### config.mk
export PLATFORM = sky130hd
export DESIGN_NAME = websocket_frame_deframer_unmasker_top
export DESIGN_NICKNAME = d
export VERILOG_FILES = /design/src/design/wsdf_pkg.sv /design/src/design/websocket_frame_deframer_unmasker_top.sv /design/src/design/wsdf_in_stage.sv /design/src/design/wsdf_parser.sv /design/src/design/wsdf_out_stage.sv
export VERILOG_INCLUDE_DIRS = /design/src /design/src/design
export SDC_FILE = /design/constraint.sdc
export NUM_CORES = 1
export LEC_CHECK = 0
export BUFFER_PORTS_ARGS = -buffer_cell sky130_fd_sc_hd__buf_2
export CAP_MARGIN = 20
export CORE_ASPECT_RATIO = 0.9
export CORE_UTILIZATION = 55
export CTS_CLUSTER_DIAMETER = 200
export CTS_CLUSTER_SIZE = 24
export DETAILED_ROUTE_END_ITERATION = 16
export HOLD_SLACK_MARGIN = 0.12
export PLACE_DENSITY = 0.77
export SLEW_MARGIN = 30
export SYNTH_ARGS = -nofsm -noshare
export SYNTH_HDL_FRONTEND = slang
export SYNTH_SLANG_ARGS = --single-unit
### constraint.sdc
create_clock -name aclk -period 19.46 [get_ports aclk]
set_input_delay 0.973 -clock aclk [delete_from_list [all_inputs] [get_ports aclk]]
set_output_delay 0.973 -clock aclk [all_outputs]
set_load 0.1 [all_outputs]
### src/design/assert_macros.svh
// Assertion helpers for the frame deframer.
`ifndef ASSERT_MACROS_SVH
`define ASSERT_MACROS_SVH

// Checked on every clock edge, reset included.
`define ASSERT_ALWAYS(label, prop, msg) \
    label: assert property (@(posedge aclk) prop) else $error(msg);

// Checked only while out of reset.
`define ASSERT_RUN(label, prop, msg) \
    label: assert property (@(posedge aclk) disable iff (!aresetn) prop) \
        else $error(msg);

`endif

### src/design/wsdf_pkg.sv
`timescale 1ns / 1ps
`default_nettype none
package wsdf_pkg;

    // length accumulator width (parameter default)
    localparam int LENGTH_BITS_DEF = 64;

    // config port
    localparam int        CFG_ADDR_BITS   = 4;
    localparam int        CFG_DATA_BITS   = 64;
    localparam logic [CFG_ADDR_BITS-1:0] ADDR_MAX_LEN = 4'h0;
    localparam logic [62:0] MAX_LEN_RESET = 63'h400_0000;

    // result kinds
    localparam logic [1:0] KIND_HEADER  = 2'd0;
    localparam logic [1:0] KIND_PAYLOAD = 2'd1;
    localparam logic [1:0] KIND_ERROR   = 2'd2;

    // error codes
    localparam logic ERR_RESERVED  = 1'b0;
    localparam logic ERR_TOO_LARGE = 1'b1;

    // parser phases
    localparam logic [2:0] PH_HDR1 = 3'd0;
    localparam logic [2:0] PH_HDR2 = 3'd1;
    localparam logic [2:0] PH_EXT  = 3'd2;
    localparam logic [2:0] PH_KEY  = 3'd3;
    localparam logic [2:0] PH_PAY  = 3'd4;

    // 7-bit length escapes
    localparam logic [6:0] LEN_CODE_16 = 7'd126;
    localparam logic [6:0] LEN_CODE_64 = 7'd127;

    // one result item
    typedef struct packed {
        logic [1:0]  kind;
        logic        fin_bit;
        logic [3:0]  frame_opcode;
        logic        mask_present;
        logic [62:0] payload_length;
        logic [7:0]  payload_byte;
        logic        last_of_frame;
        logic        error_code;
    } result_t;

endpackage
`default_nettype wire

### src/design/websocket_frame_deframer_unmasker_top.sv
`timescale 1ns / 1ps
`default_nettype none
// Channel   | Handshake          | Payload
// ----------+--------------------+-------------------------------------------
// s_ (in)   | s_valid / s_ready  | s_rx_byte[7:0]
// m_ (out)  | m_valid / m_ready  | kind, fin, opcode, mask, length, byte,
//           |                    | last, error_code
// APB cfg   | psel/penable/pready| max_payload_length at 0x0 (64-bit data)
//
// One byte per cycle sustained unless a result waits on m_ready; each byte is
// registered in the input register, then the parser and limit compare run
// combinationally into the output register.
// Reset (aresetn low, synchronous) empties both registers and returns the
// parser to the first header byte; the limit reloads to 64 MiB.
// A stalled m_ready holds the result; bytes that give no result keep moving.
`include "assert_macros.svh"
module websocket_frame_deframer_unmasker_top #(
    parameter int LENGTH_BITS = wsdf_pkg::LENGTH_BITS_DEF
) (
    input  wire logic                               aclk,
    input  wire logic                               aresetn,
    // request input
    input  wire logic                               s_valid,
    output logic                                    s_ready,
    input  wire logic [7:0]                         s_rx_byte,
    // results
    output logic                                    m_valid,
    input  wire logic                               m_ready,
    output logic [1:0]                              m_kind,
    output logic                                    m_fin_bit,
    output logic [3:0]                              m_frame_opcode,
    output logic                                    m_mask_present,
    output logic [62:0]                             m_payload_length,
    output logic [7:0]                              m_payload_byte,
    output logic                                    m_last_of_frame,
    output logic                                    m_error_code,
    // config
    input  wire logic                               psel,
    input  wire logic                               penable,
    input  wire logic                               pwrite,
    input  wire logic [wsdf_pkg::CFG_ADDR_BITS-1:0] paddr,
    input  wire logic [wsdf_pkg::CFG_DATA_BITS-1:0] pwdata,
    output logic      [wsdf_pkg::CFG_DATA_BITS-1:0] prdata,
    output logic                                    pready
);

    logic              in_valid;
    logic [7:0]        in_byte;
    logic              fire;
    logic              res_has;
    logic              out_free;
    wsdf_pkg::result_t res;
    logic [62:0]       max_len_reg;
    logic              cfg_hit;

    // config register
    assign pready  = 1'b1;
    assign cfg_hit = (paddr == wsdf_pkg::ADDR_MAX_LEN);
    assign prdata  = cfg_hit ? {1'b0, max_len_reg} : '0;

    always_ff @(posedge aclk) begin
        if (!aresetn) begin
            max_len_reg <= wsdf_pkg::MAX_LEN_RESET;
        end else if (psel && penable && pwrite && pready && cfg_hit) begin
            max_len_reg <= pwdata[62:0];
        end
    end

    // byte advances unless it has a result and the output slot is full
    assign fire = in_valid && (!res_has || out_free);

    wsdf_in_stage u_in (
        .aclk      (aclk),
        .aresetn   (aresetn),
        .s_valid   (s_valid),
        .s_ready   (s_ready),
        .s_rx_byte (s_rx_byte),
        .take      (fire),
        .in_valid  (in_valid),
        .in_byte   (in_byte)
    );

    wsdf_parser #(
        .LENGTH_BITS (LENGTH_BITS)
    ) u_parser (
        .aclk    (aclk),
        .aresetn (aresetn),
        .fire    (fire),
        .rx_byte (in_byte),
        .max_len (max_len_reg),
        .res_has (res_has),
        .res     (res)
    );

    wsdf_out_stage u_out (
        .aclk             (aclk),
        .aresetn          (aresetn),
        .load             (fire && res_has),
        .res              (res),
        .out_free         (out_free),
        .m_valid          (m_valid),
        .m_ready          (m_ready),
        .m_kind           (m_kind),
        .m_fin_bit        (m_fin_bit),
        .m_frame_opcode   (m_frame_opcode),
        .m_mask_present   (m_mask_present),
        .m_payload_length (m_payload_length),
        .m_payload_byte   (m_payload_byte),
        .m_last_of_frame  (m_last_of_frame),
        .m_error_code     (m_error_code)
    );

    // checks
    `ASSERT_ALWAYS(a_rst_empties_out, (!aresetn |=> !m_valid), "result valid after reset")
    `ASSERT_RUN(a_ready_when_empty, (!in_valid |-> s_ready), "input stalled while empty")
    `ASSERT_RUN(a_byte_only_payload, ((m_valid && (m_kind != wsdf_pkg::KIND_PAYLOAD)) |-> (m_payload_byte == 8'd0)), "payload byte on non-payload result")
    `ASSERT_RUN(a_err_not_last, ((m_valid && (m_kind == wsdf_pkg::KIND_ERROR)) |-> (!m_last_of_frame && (m_payload_byte == 8'd0))), "error flagged last")

endmodule
`default_nettype wire

### src/design/wsdf_in_stage.sv
`timescale 1ns / 1ps
`default_nettype none
module wsdf_in_stage (
    input  wire logic       aclk,
    input  wire logic       aresetn,
    input  wire logic       s_valid,
    output logic            s_ready,
    input  wire logic [7:0] s_rx_byte,
    input  wire logic       take,
    output logic            in_valid,
    output logic [7:0]      in_byte
);

    logic       valid_reg;
    logic [7:0] byte_reg;

    // room when empty or when the held byte moves on this cycle
    assign s_ready  = !valid_reg || take;
    assign in_valid = valid_reg;
    assign in_byte  = byte_reg;

    always_ff @(posedge aclk) begin
        if (!aresetn) begin
            valid_reg <= 1'b0;
        end else if (s_ready) begin
            valid_reg <= s_valid;
        end
    end

    always_ff @(posedge aclk) begin
        if (s_valid && s_ready) begin
            byte_reg <= s_rx_byte;
        end
    end

endmodule
`default_nettype wire

### src/design/wsdf_parser.sv
`timescale 1ns / 1ps
`default_nettype none
module wsdf_parser #(
    parameter int LENGTH_BITS = wsdf_pkg::LENGTH_BITS_DEF
) (
    input  wire logic        aclk,
    input  wire logic        aresetn,
    input  wire logic        fire,
    input  wire logic [7:0]  rx_byte,
    input  wire logic [62:0] max_len,
    output logic             res_has,
    output wsdf_pkg::result_t res
);

    logic [2:0]             phase_reg,  phase_next;
    logic [7:0]             fhb_reg,    fhb_next;
    logic                   masked_reg, masked_next;
    logic [LENGTH_BITS-1:0] acc_reg,    acc_next;
    logic [2:0]             cnt_reg,    cnt_next;
    logic [31:0]            key_reg,    key_next;
    logic [62:0]            remain_reg, remain_next;
    logic [1:0]             midx_reg,   midx_next;

    logic        len_done;
    logic        hdr_done;
    logic [63:0] acc64;
    logic [7:0]  key_byte;
    logic        pay_last;

    // key byte for this payload position, first key byte at index 0
    assign key_byte = masked_reg ? 8'(key_reg >> {~midx_reg, 3'b000}) : 8'd0;
    assign pay_last = (remain_reg == 63'd1);

    always_comb begin
        phase_next  = phase_reg;
        fhb_next    = fhb_reg;
        masked_next = masked_reg;
        acc_next    = acc_reg;
        cnt_next    = cnt_reg;
        key_next    = key_reg;
        remain_next = remain_reg;
        midx_next   = midx_reg;
        len_done    = 1'b0;
        hdr_done    = 1'b0;
        res_has     = 1'b0;
        res         = '0;

        case (phase_reg)
            wsdf_pkg::PH_HDR2: begin
                masked_next = rx_byte[7];
                if (fhb_reg[6:4] != 3'd0) begin
                    phase_next     = wsdf_pkg::PH_HDR1;
                    res_has        = 1'b1;
                    res.kind       = wsdf_pkg::KIND_ERROR;
                    res.error_code = wsdf_pkg::ERR_RESERVED;
                end else begin
                    acc_next = '0;
                    if (rx_byte[6:0] == wsdf_pkg::LEN_CODE_16) begin
                        phase_next = wsdf_pkg::PH_EXT;
                        cnt_next   = 3'd1;
                    end else if (rx_byte[6:0] == wsdf_pkg::LEN_CODE_64) begin
                        phase_next = wsdf_pkg::PH_EXT;
                        cnt_next   = 3'd7;
                    end else begin
                        acc_next = LENGTH_BITS'(rx_byte[6:0]);
                        len_done = 1'b1;
                    end
                end
            end
            wsdf_pkg::PH_EXT: begin
                // big-endian shift in, saturating once a set bit would fall off
                if (acc_reg[LENGTH_BITS-1 -: 8] != 8'd0) begin
                    acc_next = '1;
                end else begin
                    acc_next = {acc_reg[LENGTH_BITS-9:0], rx_byte};
                end
                if (cnt_reg != 3'd0) begin
                    cnt_next = cnt_reg - 3'd1;
                end else begin
                    len_done = 1'b1;
                end
            end
            wsdf_pkg::PH_KEY: begin
                key_next = {key_reg[23:0], rx_byte};
                if (cnt_reg != 3'd0) begin
                    cnt_next = cnt_reg - 3'd1;
                end else begin
                    hdr_done = 1'b1;
                end
            end
            wsdf_pkg::PH_PAY: begin
                midx_next        = midx_reg + 2'd1;
                remain_next      = remain_reg - 63'd1;
                res_has          = 1'b1;
                res.kind         = wsdf_pkg::KIND_PAYLOAD;
                res.payload_byte = rx_byte ^ key_byte;
                res.last_of_frame = pay_last;
                if (pay_last) begin
                    phase_next = wsdf_pkg::PH_HDR1;
                end
            end
            default: begin
                fhb_next   = rx_byte;
                phase_next = wsdf_pkg::PH_HDR2;
            end
        endcase

        acc64 = 64'(acc_next);

        // length complete: limit check, then key or header
        if (len_done) begin
            key_next = '0;
            if (acc64 > {1'b0, max_len}) begin
                phase_next     = wsdf_pkg::PH_HDR1;
                res_has        = 1'b1;
                res.kind       = wsdf_pkg::KIND_ERROR;
                res.error_code = wsdf_pkg::ERR_TOO_LARGE;
            end else if (masked_next) begin
                phase_next = wsdf_pkg::PH_KEY;
                cnt_next   = 3'd3;
            end else begin
                hdr_done = 1'b1;
            end
        end

        // header complete
        if (hdr_done) begin
            remain_next = acc64[62:0];
            midx_next   = 2'd0;
            res_has     = 1'b1;
            res.kind    = wsdf_pkg::KIND_HEADER;
            if (acc64[62:0] == 63'd0) begin
                phase_next        = wsdf_pkg::PH_HDR1;
                res.last_of_frame = 1'b1;
            end else begin
                phase_next = wsdf_pkg::PH_PAY;
            end
        end

        // fields common to every result
        res.fin_bit        = fhb_reg[7];
        res.frame_opcode   = fhb_reg[3:0];
        res.mask_present   = masked_next;
        res.payload_length = (res.kind == wsdf_pkg::KIND_ERROR &&
                              res.error_code == wsdf_pkg::ERR_RESERVED) ? 63'd0
                                                                        : acc64[62:0];
    end

    always_ff @(posedge aclk) begin
        if (!aresetn) begin
            phase_reg  <= wsdf_pkg::PH_HDR1;
            fhb_reg    <= '0;
            masked_reg <= 1'b0;
            acc_reg    <= '0;
            cnt_reg    <= '0;
            key_reg    <= '0;
            remain_reg <= '0;
            midx_reg   <= '0;
        end else if (fire) begin
            phase_reg  <= phase_next;
            fhb_reg    <= fhb_next;
            masked_reg <= masked_next;
            acc_reg    <= acc_next;
            cnt_reg    <= cnt_next;
            key_reg    <= key_next;
            remain_reg <= remain_next;
            midx_reg   <= midx_next;
        end
    end

endmodule
`default_nettype wire

### src/design/wsdf_out_stage.sv
`timescale 1ns / 1ps
`default_nettype none
module wsdf_out_stage (
    input  wire logic              aclk,
    input  wire logic              aresetn,
    input  wire logic              load,
    input  wire wsdf_pkg::result_t res,
    output logic                   out_free,
    output logic                   m_valid,
    input  wire logic              m_ready,
    output logic [1:0]             m_kind,
    output logic                   m_fin_bit,
    output logic [3:0]             m_frame_opcode,
    output logic                   m_mask_present,
    output logic [62:0]            m_payload_length,
    output logic [7:0]             m_payload_byte,
    output logic                   m_last_of_frame,
    output logic                   m_error_code
);

    logic              valid_reg;
    wsdf_pkg::result_t res_reg;

    // slot frees up when empty or being taken this cycle
    assign out_free = !valid_reg || m_ready;

    always_ff @(posedge aclk) begin
        if (!aresetn) begin
            valid_reg <= 1'b0;
        end else if (out_free) begin
            valid_reg <= load;
        end
    end

    always_ff @(posedge aclk) begin
        if (load && out_free) begin
            res_reg <= res;
        end
    end

    assign m_valid          = valid_reg;
    assign m_kind           = res_reg.kind;
    assign m_fin_bit        = res_reg.fin_bit;
    assign m_frame_opcode   = res_reg.frame_opcode;
    assign m_mask_present   = res_reg.mask_present;
    assign m_payload_length = res_reg.payload_length;
    assign m_payload_byte   = res_reg.payload_byte;
    assign m_last_of_frame  = res_reg.last_of_frame;
    assign m_error_code     = res_reg.error_code;

endmodule
`default_nettype wire
Word level (Yosys, flattened, before mapping)
Index checks and enable logic that the tools add are counted.

Bits in registers: 330. Bits in latches: 0. Memory bits (writable): 0. ROM bits: 0. Output and inout port bits: 148. Logic and storage cells: 119. Memories kept: 0.

$add $sub $neg: 3. Multiply operators: 0. Divide/modulo/power cells: 0. Magnitude comparators: 1. Equality and inequality tests: 8. Shift-type cells: 1. Muxes and demuxes: 56. Bitwise gates (word level): 4. Reduce and logical (&&, ||, !) cells: 26.

Operator list (count): $mux W64 (3); $mux W63 (3); $pmux W64 S2 (1); $gt A64 B63 Y1 (1); $mux W32 (2); $eq A63 B1 Y1 const B (1); $logic_not A63 Y1 (1); $sub A63 B1 Y63 const B (1); $mux W3 (16); $shr A32 B5 Y8 (1); $mux W1 (18); $eq A7 B7 Y1 const B (2); $mux W2 (6); $pmux W3 S3 (1); $logic_and A1 B1 Y1 (8); $mux W8 (1); $reduce_bool A8 Y1 (1); $xor A8 B8 Y8 (1); $mux W7 (1); $eq A3 B2 Y1 const B (2); $pmux W3 S2 (1); $reduce_and A2 Y1 (3); $reduce_bool A3 Y1 (2); $logic_not A4 Y1 (1); other kinds (14) (21).

Longest topological paths before layout
Depth after elaboration: 14. Mapped depth: 22. Gate-level depth less buffers: 16.

Modules after synthesis
A second synthesis with hierarchy kept.

Cells, all modules: 2115. Area, all modules: 17961.0 sq um.

Modules (own cells, without submodules): wsdf_parser (times used 1, cells each 1663, area each 12119.1 sq um, sequential area each 3523.4 sq um); websocket_frame_deframer_unmasker_top (times used 1, cells each 353, area each 3054.2 sq um, sequential area each 1261.2 sq um); wsdf_out_stage (times used 1, cells each 86, area each 2489.9 sq um, sequential area each 2452.4 sq um); wsdf_in_stage (times used 1, cells each 13, area each 297.8 sq um, sequential area each 260.2 sq um).

Worst setup path before layout
Ideal clock, no wire load.

Kind: register -> register. From: register u_parser.phase_reg[0]. To: register u_out.res_reg (netlist bit u_out.m_error_code) (enable). Data arrival time: 7.390 ns. Setup slack: 11.549 ns. Stages on the path, launching flop included: 21. Path buffers: 6. Clock period less this slack: 7.911 ns. Path through: dfxtp_1 buf_6 or3b_1 buf_6 or3_4 buf_6 clkbuf_1 clkbuf_1 clkbuf_1 o21ai_0 inv_1 ha_1 and4_1 nand2_1 nand4bb_1 a41oi_1 nor2b_1 o2bb2ai_1 nor2_1 o21a_1 nor2_1.

Word-level cells in the longest chain between the ends: 11. Elaborated cells between the ends (all ways): 21.

RTL lines: start: declaration (RTL line wsdf_parser.sv:15) `logic [2:0] phase_reg, phase_next;`; start signal: assignment (RTL line wsdf_parser.sv:151) `phase_reg <= wsdf_pkg::PH_HDR1;`; start signal: assignment (RTL line wsdf_parser.sv:160) `phase_reg <= phase_next;`; $eq A3 B2 Y1 / $eq A3 B1 Y1 (equally long branches) (RTL line wsdf_parser.sv:48) `case (phase_reg)`; $pmux W64 S2 (*) (RTL line wsdf_parser.sv:48); net u_parser.acc64[53] (RTL line wsdf_parser.sv:26) `logic [63:0] acc64;`; $gt A64 B63 Y1 (*) (RTL line wsdf_parser.sv:113) `if (acc64 > {1'b0, max_len}) begin`; $mux W1 (RTL line wsdf_parser.sv:113); $mux W1 (RTL line wsdf_parser.sv:111) `if (len_done) begin`; $mux W1 (*) (RTL line wsdf_parser.sv:127) `if (hdr_done) begin`; $logic_not A1 Y1 (RTL line websocket_frame_deframer_unmasker_top.sv:70) `assign fire = in_valid && (!res_has || out_free);`; $logic_or A1 B1 Y1 (RTL line websocket_frame_deframer_unmasker_top.sv:70); $logic_and A1 B1 Y1 (RTL line websocket_frame_deframer_unmasker_top.sv:70); $logic_and A1 B1 Y1 (*) (RTL line websocket_frame_deframer_unmasker_top.sv:98) `.load (fire && res_has),`; $logic_and A1 B1 Y1 (*) (RTL line wsdf_out_stage.sv:36) `if (load && out_free) begin`; end signal: assignment (RTL line wsdf_out_stage.sv:37) `res_reg <= res;`; end: declaration (RTL line wsdf_out_stage.sv:22) `wsdf_pkg::result_t res_reg;`.

The timed path passes the listed nets; every way through them passes the cells marked *. A chain may end at the register's enable or synchronous reset.

Worst setup path after layout
From: register u_parser.phase_reg[0]. To: output port s_ready.

Word-level cells in the longest chain between the ends: 10. Elaborated cells between the ends (all ways): 20.

RTL lines: $eq A3 B2 Y1 / $eq A3 B1 Y1 (equally long branches) (RTL line wsdf_parser.sv:48); $pmux W64 S2 (*) (RTL line wsdf_parser.sv:48); net u_parser.acc64[58] (RTL line wsdf_parser.sv:26); $gt A64 B63 Y1 (*) (RTL line wsdf_parser.sv:113); $mux W1 (RTL line wsdf_parser.sv:113); $mux W1 (RTL line wsdf_parser.sv:111); $mux W1 (*) (RTL line wsdf_parser.sv:127); $logic_not A1 Y1 (*) (RTL line websocket_frame_deframer_unmasker_top.sv:70); $logic_or A1 B1 Y1 (*) (RTL line websocket_frame_deframer_unmasker_top.sv:70); $logic_and A1 B1 Y1 (*) (RTL line websocket_frame_deframer_unmasker_top.sv:70); $logic_or A1 B1 Y1 (*) (RTL line wsdf_in_stage.sv:18) `assign s_ready = !valid_reg || take;`; end: declaration (RTL line websocket_frame_deframer_unmasker_top.sv:24) `output logic s_ready,`.

Marks and branches as above.

==> flow_summary_export.csv <==
group,metric,value,unit
synth,synth_nets,2180,
detailed_routing,drt-wirelength-per-cell,19.5,um
floorplan,dieHeight,169,um
synth,cell_area_after_technology_mapping,17100,um^2
cts,cts_stage_hold_buffer_count,0,
sta,timing.final.hold_violations,0,
synth,dominantRegCellSynth,"dfxtp_1",
cts,cts_made_buffers,17,
synth,synthesis.area_per_instance,8.42,um^2
sta,max_slew.worst_pin.slew,1.05,ns
detailed_routing,num_vias,15900,
place,numPortBuffers,227,
worst_setup_path,critPathTopFamily,"simple AND/OR/NAND/NOR gates",
synth,share_of_flip_flops_with_an_asynchronous_set_or_reset,0,%
cts,path_clk_slew,0.11,ns
cts,num_clock_sinks,330,
sta,final_period_minus_worst_setup_slack,7.55,ns
pwr,fin_total_pwr,0.00198,W
detailed_routing,antenna_violating_nets_post_route,0,
place,dpl_cell_area,18500,um^2
final_layout,post_layout_nonfiller_instances,2586,
place,detailed_placement_hpwl,34800,um
floorplan,std_cell_rows,60,
detailed_routing,avgViaCountPerCell,6.15,
global_route,initial_antenna_violation_count,1,
detailed_routing,route.detailed.drc,0,
place,globalplace.congestion,0.935,
pwr,p_leak,8.00,nW
floorplan,ioPinCount,231,
detailed_routing,wirelength,50400,um
final_layout,antenna_cells,0,
global_route,overall_overflow_remaining_after_global_route,0,
final_layout,final_layout_size_suffix_gt1_share,14.6,%
synth,ys_seq_elements,330,
floorplan,initial_core_utilization,56.5,%
hold_path,hold_class,"flip-flop to flip-flop",
sta,finalMaxSlewViolations,0,
pwr,vdd_ir_drop_max,54.6,uV
worst_setup_path,crit_type,"flip-flop to output pin",
final_layout,nNetsFinal,2323,
worst_setup_path,critical_path_arrival,6.57,ns
outcome,result_of_the_run,"complete, no violations",
cts,clock_latency_of_the_later_clocked_register_in_the_worst_skew_pair,0.54,ns
worst_setup_path,critPathBufInv,3,
worst_setup_path,worstPathCellList,"or3b_2 > nand2b_1 > buf_4 > and2_1 > o22ai_1 > inv_1 > ha_1 > and3_1 > nand3_1 > nand4bb_1 > a41oi_1 > nor2b_1 > o2bb2ai_1 > nor2_1 > o21a_1 > or2_2 > buf_2",
cts,cts_post_setup_buffers_inserted,0,
worst_setup_path,timing.critical_path.slowest_cell_delay,0.68,ns
cts,h-tree-depth,1,
global_route,grt_max_degree,108,
sta,post-route-period-util,38.8,%
cts,cts_tree,"yes",
sta,worst_hold_slack,0.447,ns
synth,yosys_warnings,0,
cts,cts-root-to-sink-buffers,3,
synth,yosys.cell_types.count,68,
sta,grt_setup_unrepaired,"no",
synth,post_synth_inst_count,2030,
floorplan,die-area,31800,um^2
place,place.detailed.instances,2557,
final_layout,layout_common_cells,"dfxtp_1 (241), nand2_1 (238), nor2_1 (231), buf_2 (227), a21oi_1 (177)",
global_route,first_global_vias,14300,
final_layout,fin_area,19000,um^2
floorplan,chipWidth,188,um
worst_setup_path,worst-path-max-fanout,43,
worst_setup_path,required_time_of_the_critical_path,18.49,ns
sta,max-slew-margin-rel,29.7,%
global_route,grt_first_pass_wirelength,78200,um
final_layout,largest_reg_flops,64,
synth,synth_enable_flop_cells,89,
pwr,cellPowerDensity,104,nW/um^2
sta,finalSetupViolCount,0,
floorplan,core_region_area,30300,um^2
synth,synth_sequential_area_ratio,43.9,%
sta,max_freq,0.132,GHz
detailed_routing,drt_first_iter_violations,1593,
final_layout,final_common_cell,"dfxtp_1",
final_layout,area_growth,11.3,%
cts,post_cts_resize_count,0,
sta,setup_tns,0,ns
worst_setup_path,worstSetupStartpointType,"flip-flop",
worst_setup_path,crit_slowest_cell,"or3b_2",
sta,final.setup_skew,0.0257,ns
detailed_routing,detail_route.first_pass.iterations,6,
worst_setup_path,timing.critical_path.to_type,"output pin",
global_route,grt_use_total,30.6,%
run,timing.max_cap.violations,0,
cts,cts_root_buf,"clkbuf_16",
## per-layer routing
layer | vias up | global-route usage [%] | part of all wire (%)
li1 | 7448 | - | -
met1 | 7511 | 43.8 | 42
met2 | 841 | 46.6 | 44
met3 | 108 | 5.73 | 11
met4 | 2 | 10.0 | 3.1
met5 | - | 0 | 0.024
## per-stage QoR
step,util (%),setup WS [ns]
finish,62.8,11.91
global route,62.8,11.70
CTS,62.8,12.09
detailed placement,61.3,12.28
global placement,61.1,12.34
floorplan,-,11.55
## worst paths after layout
kind / slack (ns) / to / from / cells past startpoint
setup / recovery: 11.91 / s_ready / u_parser.phase_reg[0]$_SDFFE_PN0P_ / 17
hold / removal: 0.45 / u_out.m_frame_opcode[2]$_DFFE_PP_ / u_parser.fhb_reg[2]$_SDFFE_PN0P_ / 0
setup reg to reg: 12.01 / u_parser.acc_reg[30]$_SDFFE_PN0P_ / u_parser.phase_reg[0]$_SDFFE_PN0P_ / 18
hold reg to reg: 0.45 / u_out.m_frame_opcode[2]$_DFFE_PP_ / u_parser.fhb_reg[2]$_SDFFE_PN0P_ / 0
## final cells by class
type,instances,area [um^2]
clock inverters,1,8.76
fillers,2620,11200
inverters,120,453
flip-flops and latches,330,7500
clock buffers,28,467
multi-input cells,1442,8670
well taps,403,504
repair buffers,262,1420
## power by group
group | leakage [nW] | switching (W) | internal (W)
clock network | 0.227 | 0.000229 | 0.000167
logic | 4.98 | 0.000570 | 0.000210
registers | 2.79 | 0.0000390 | 0.000762
total | 8.00 | 0.000839 | 0.00114
## synth_stat cells (4+ instances only)
cell type / count / area, um^2
mux2i_1: 63 / 631
edfxtp_1: 89 / 2670
nor2_1: 233 / 875
and2_1: 72 / 450
clkbuf_1: 116 / 435
a2bb2oi_1: 10 / 87.6
or4_1: 10 / 75.1
nor4_1: 24 / 150
mux4_2: 8 / 180
or3_1: 28 / 175
nor3_1: 46 / 230
nand3_1: 26 / 130
buf_1: 11 / 41.3
ha_1: 67 / 838
o31ai_1: 6 / 45.0
a22oi_1: 24 / 180
o22ai_1: 22 / 138
xor2_1: 10 / 87.6
nor2b_1: 27 / 169
a41oi_1: 4 / 35.0
a211oi_1: 17 / 128
o32ai_1: 5 / 43.8
buf_2: 5 / 25.0
o221a_2: 5 / 56.3
a31oi_1: 16 / 100
nand2b_1: 10 / 62.6
nand2_1: 239 / 897
o21a_1: 6 / 45.0
nand4_1: 56 / 350
o21ai_0: 102 / 510
and3_1: 4 / 25.0
inv_1: 119 / 447
a21oi_1: 177 / 886
a21o_1: 31 / 233
a221oi_1: 9 / 78.8
or2_2: 9 / 56.3
o311ai_0: 13 / 114
o211ai_1: 20 / 150
dfxtp_1: 241 / 4820
## cells by family after synthesis
family                     count (synthesis)  synth area share [%]
and+or+nand+nor                          801                  22.2
AOI/OAI and AO/OA                        490                  17.8
DFF                                      330                  43.9
buffers and inverters                    258                  5.90
muxes                                     71                  4.74
adders and majority gates                 67                  4.91
xor gates and xnor gates                  11                 0.564
other                                      2                0.0439
(Power assumes the default switching activity.)
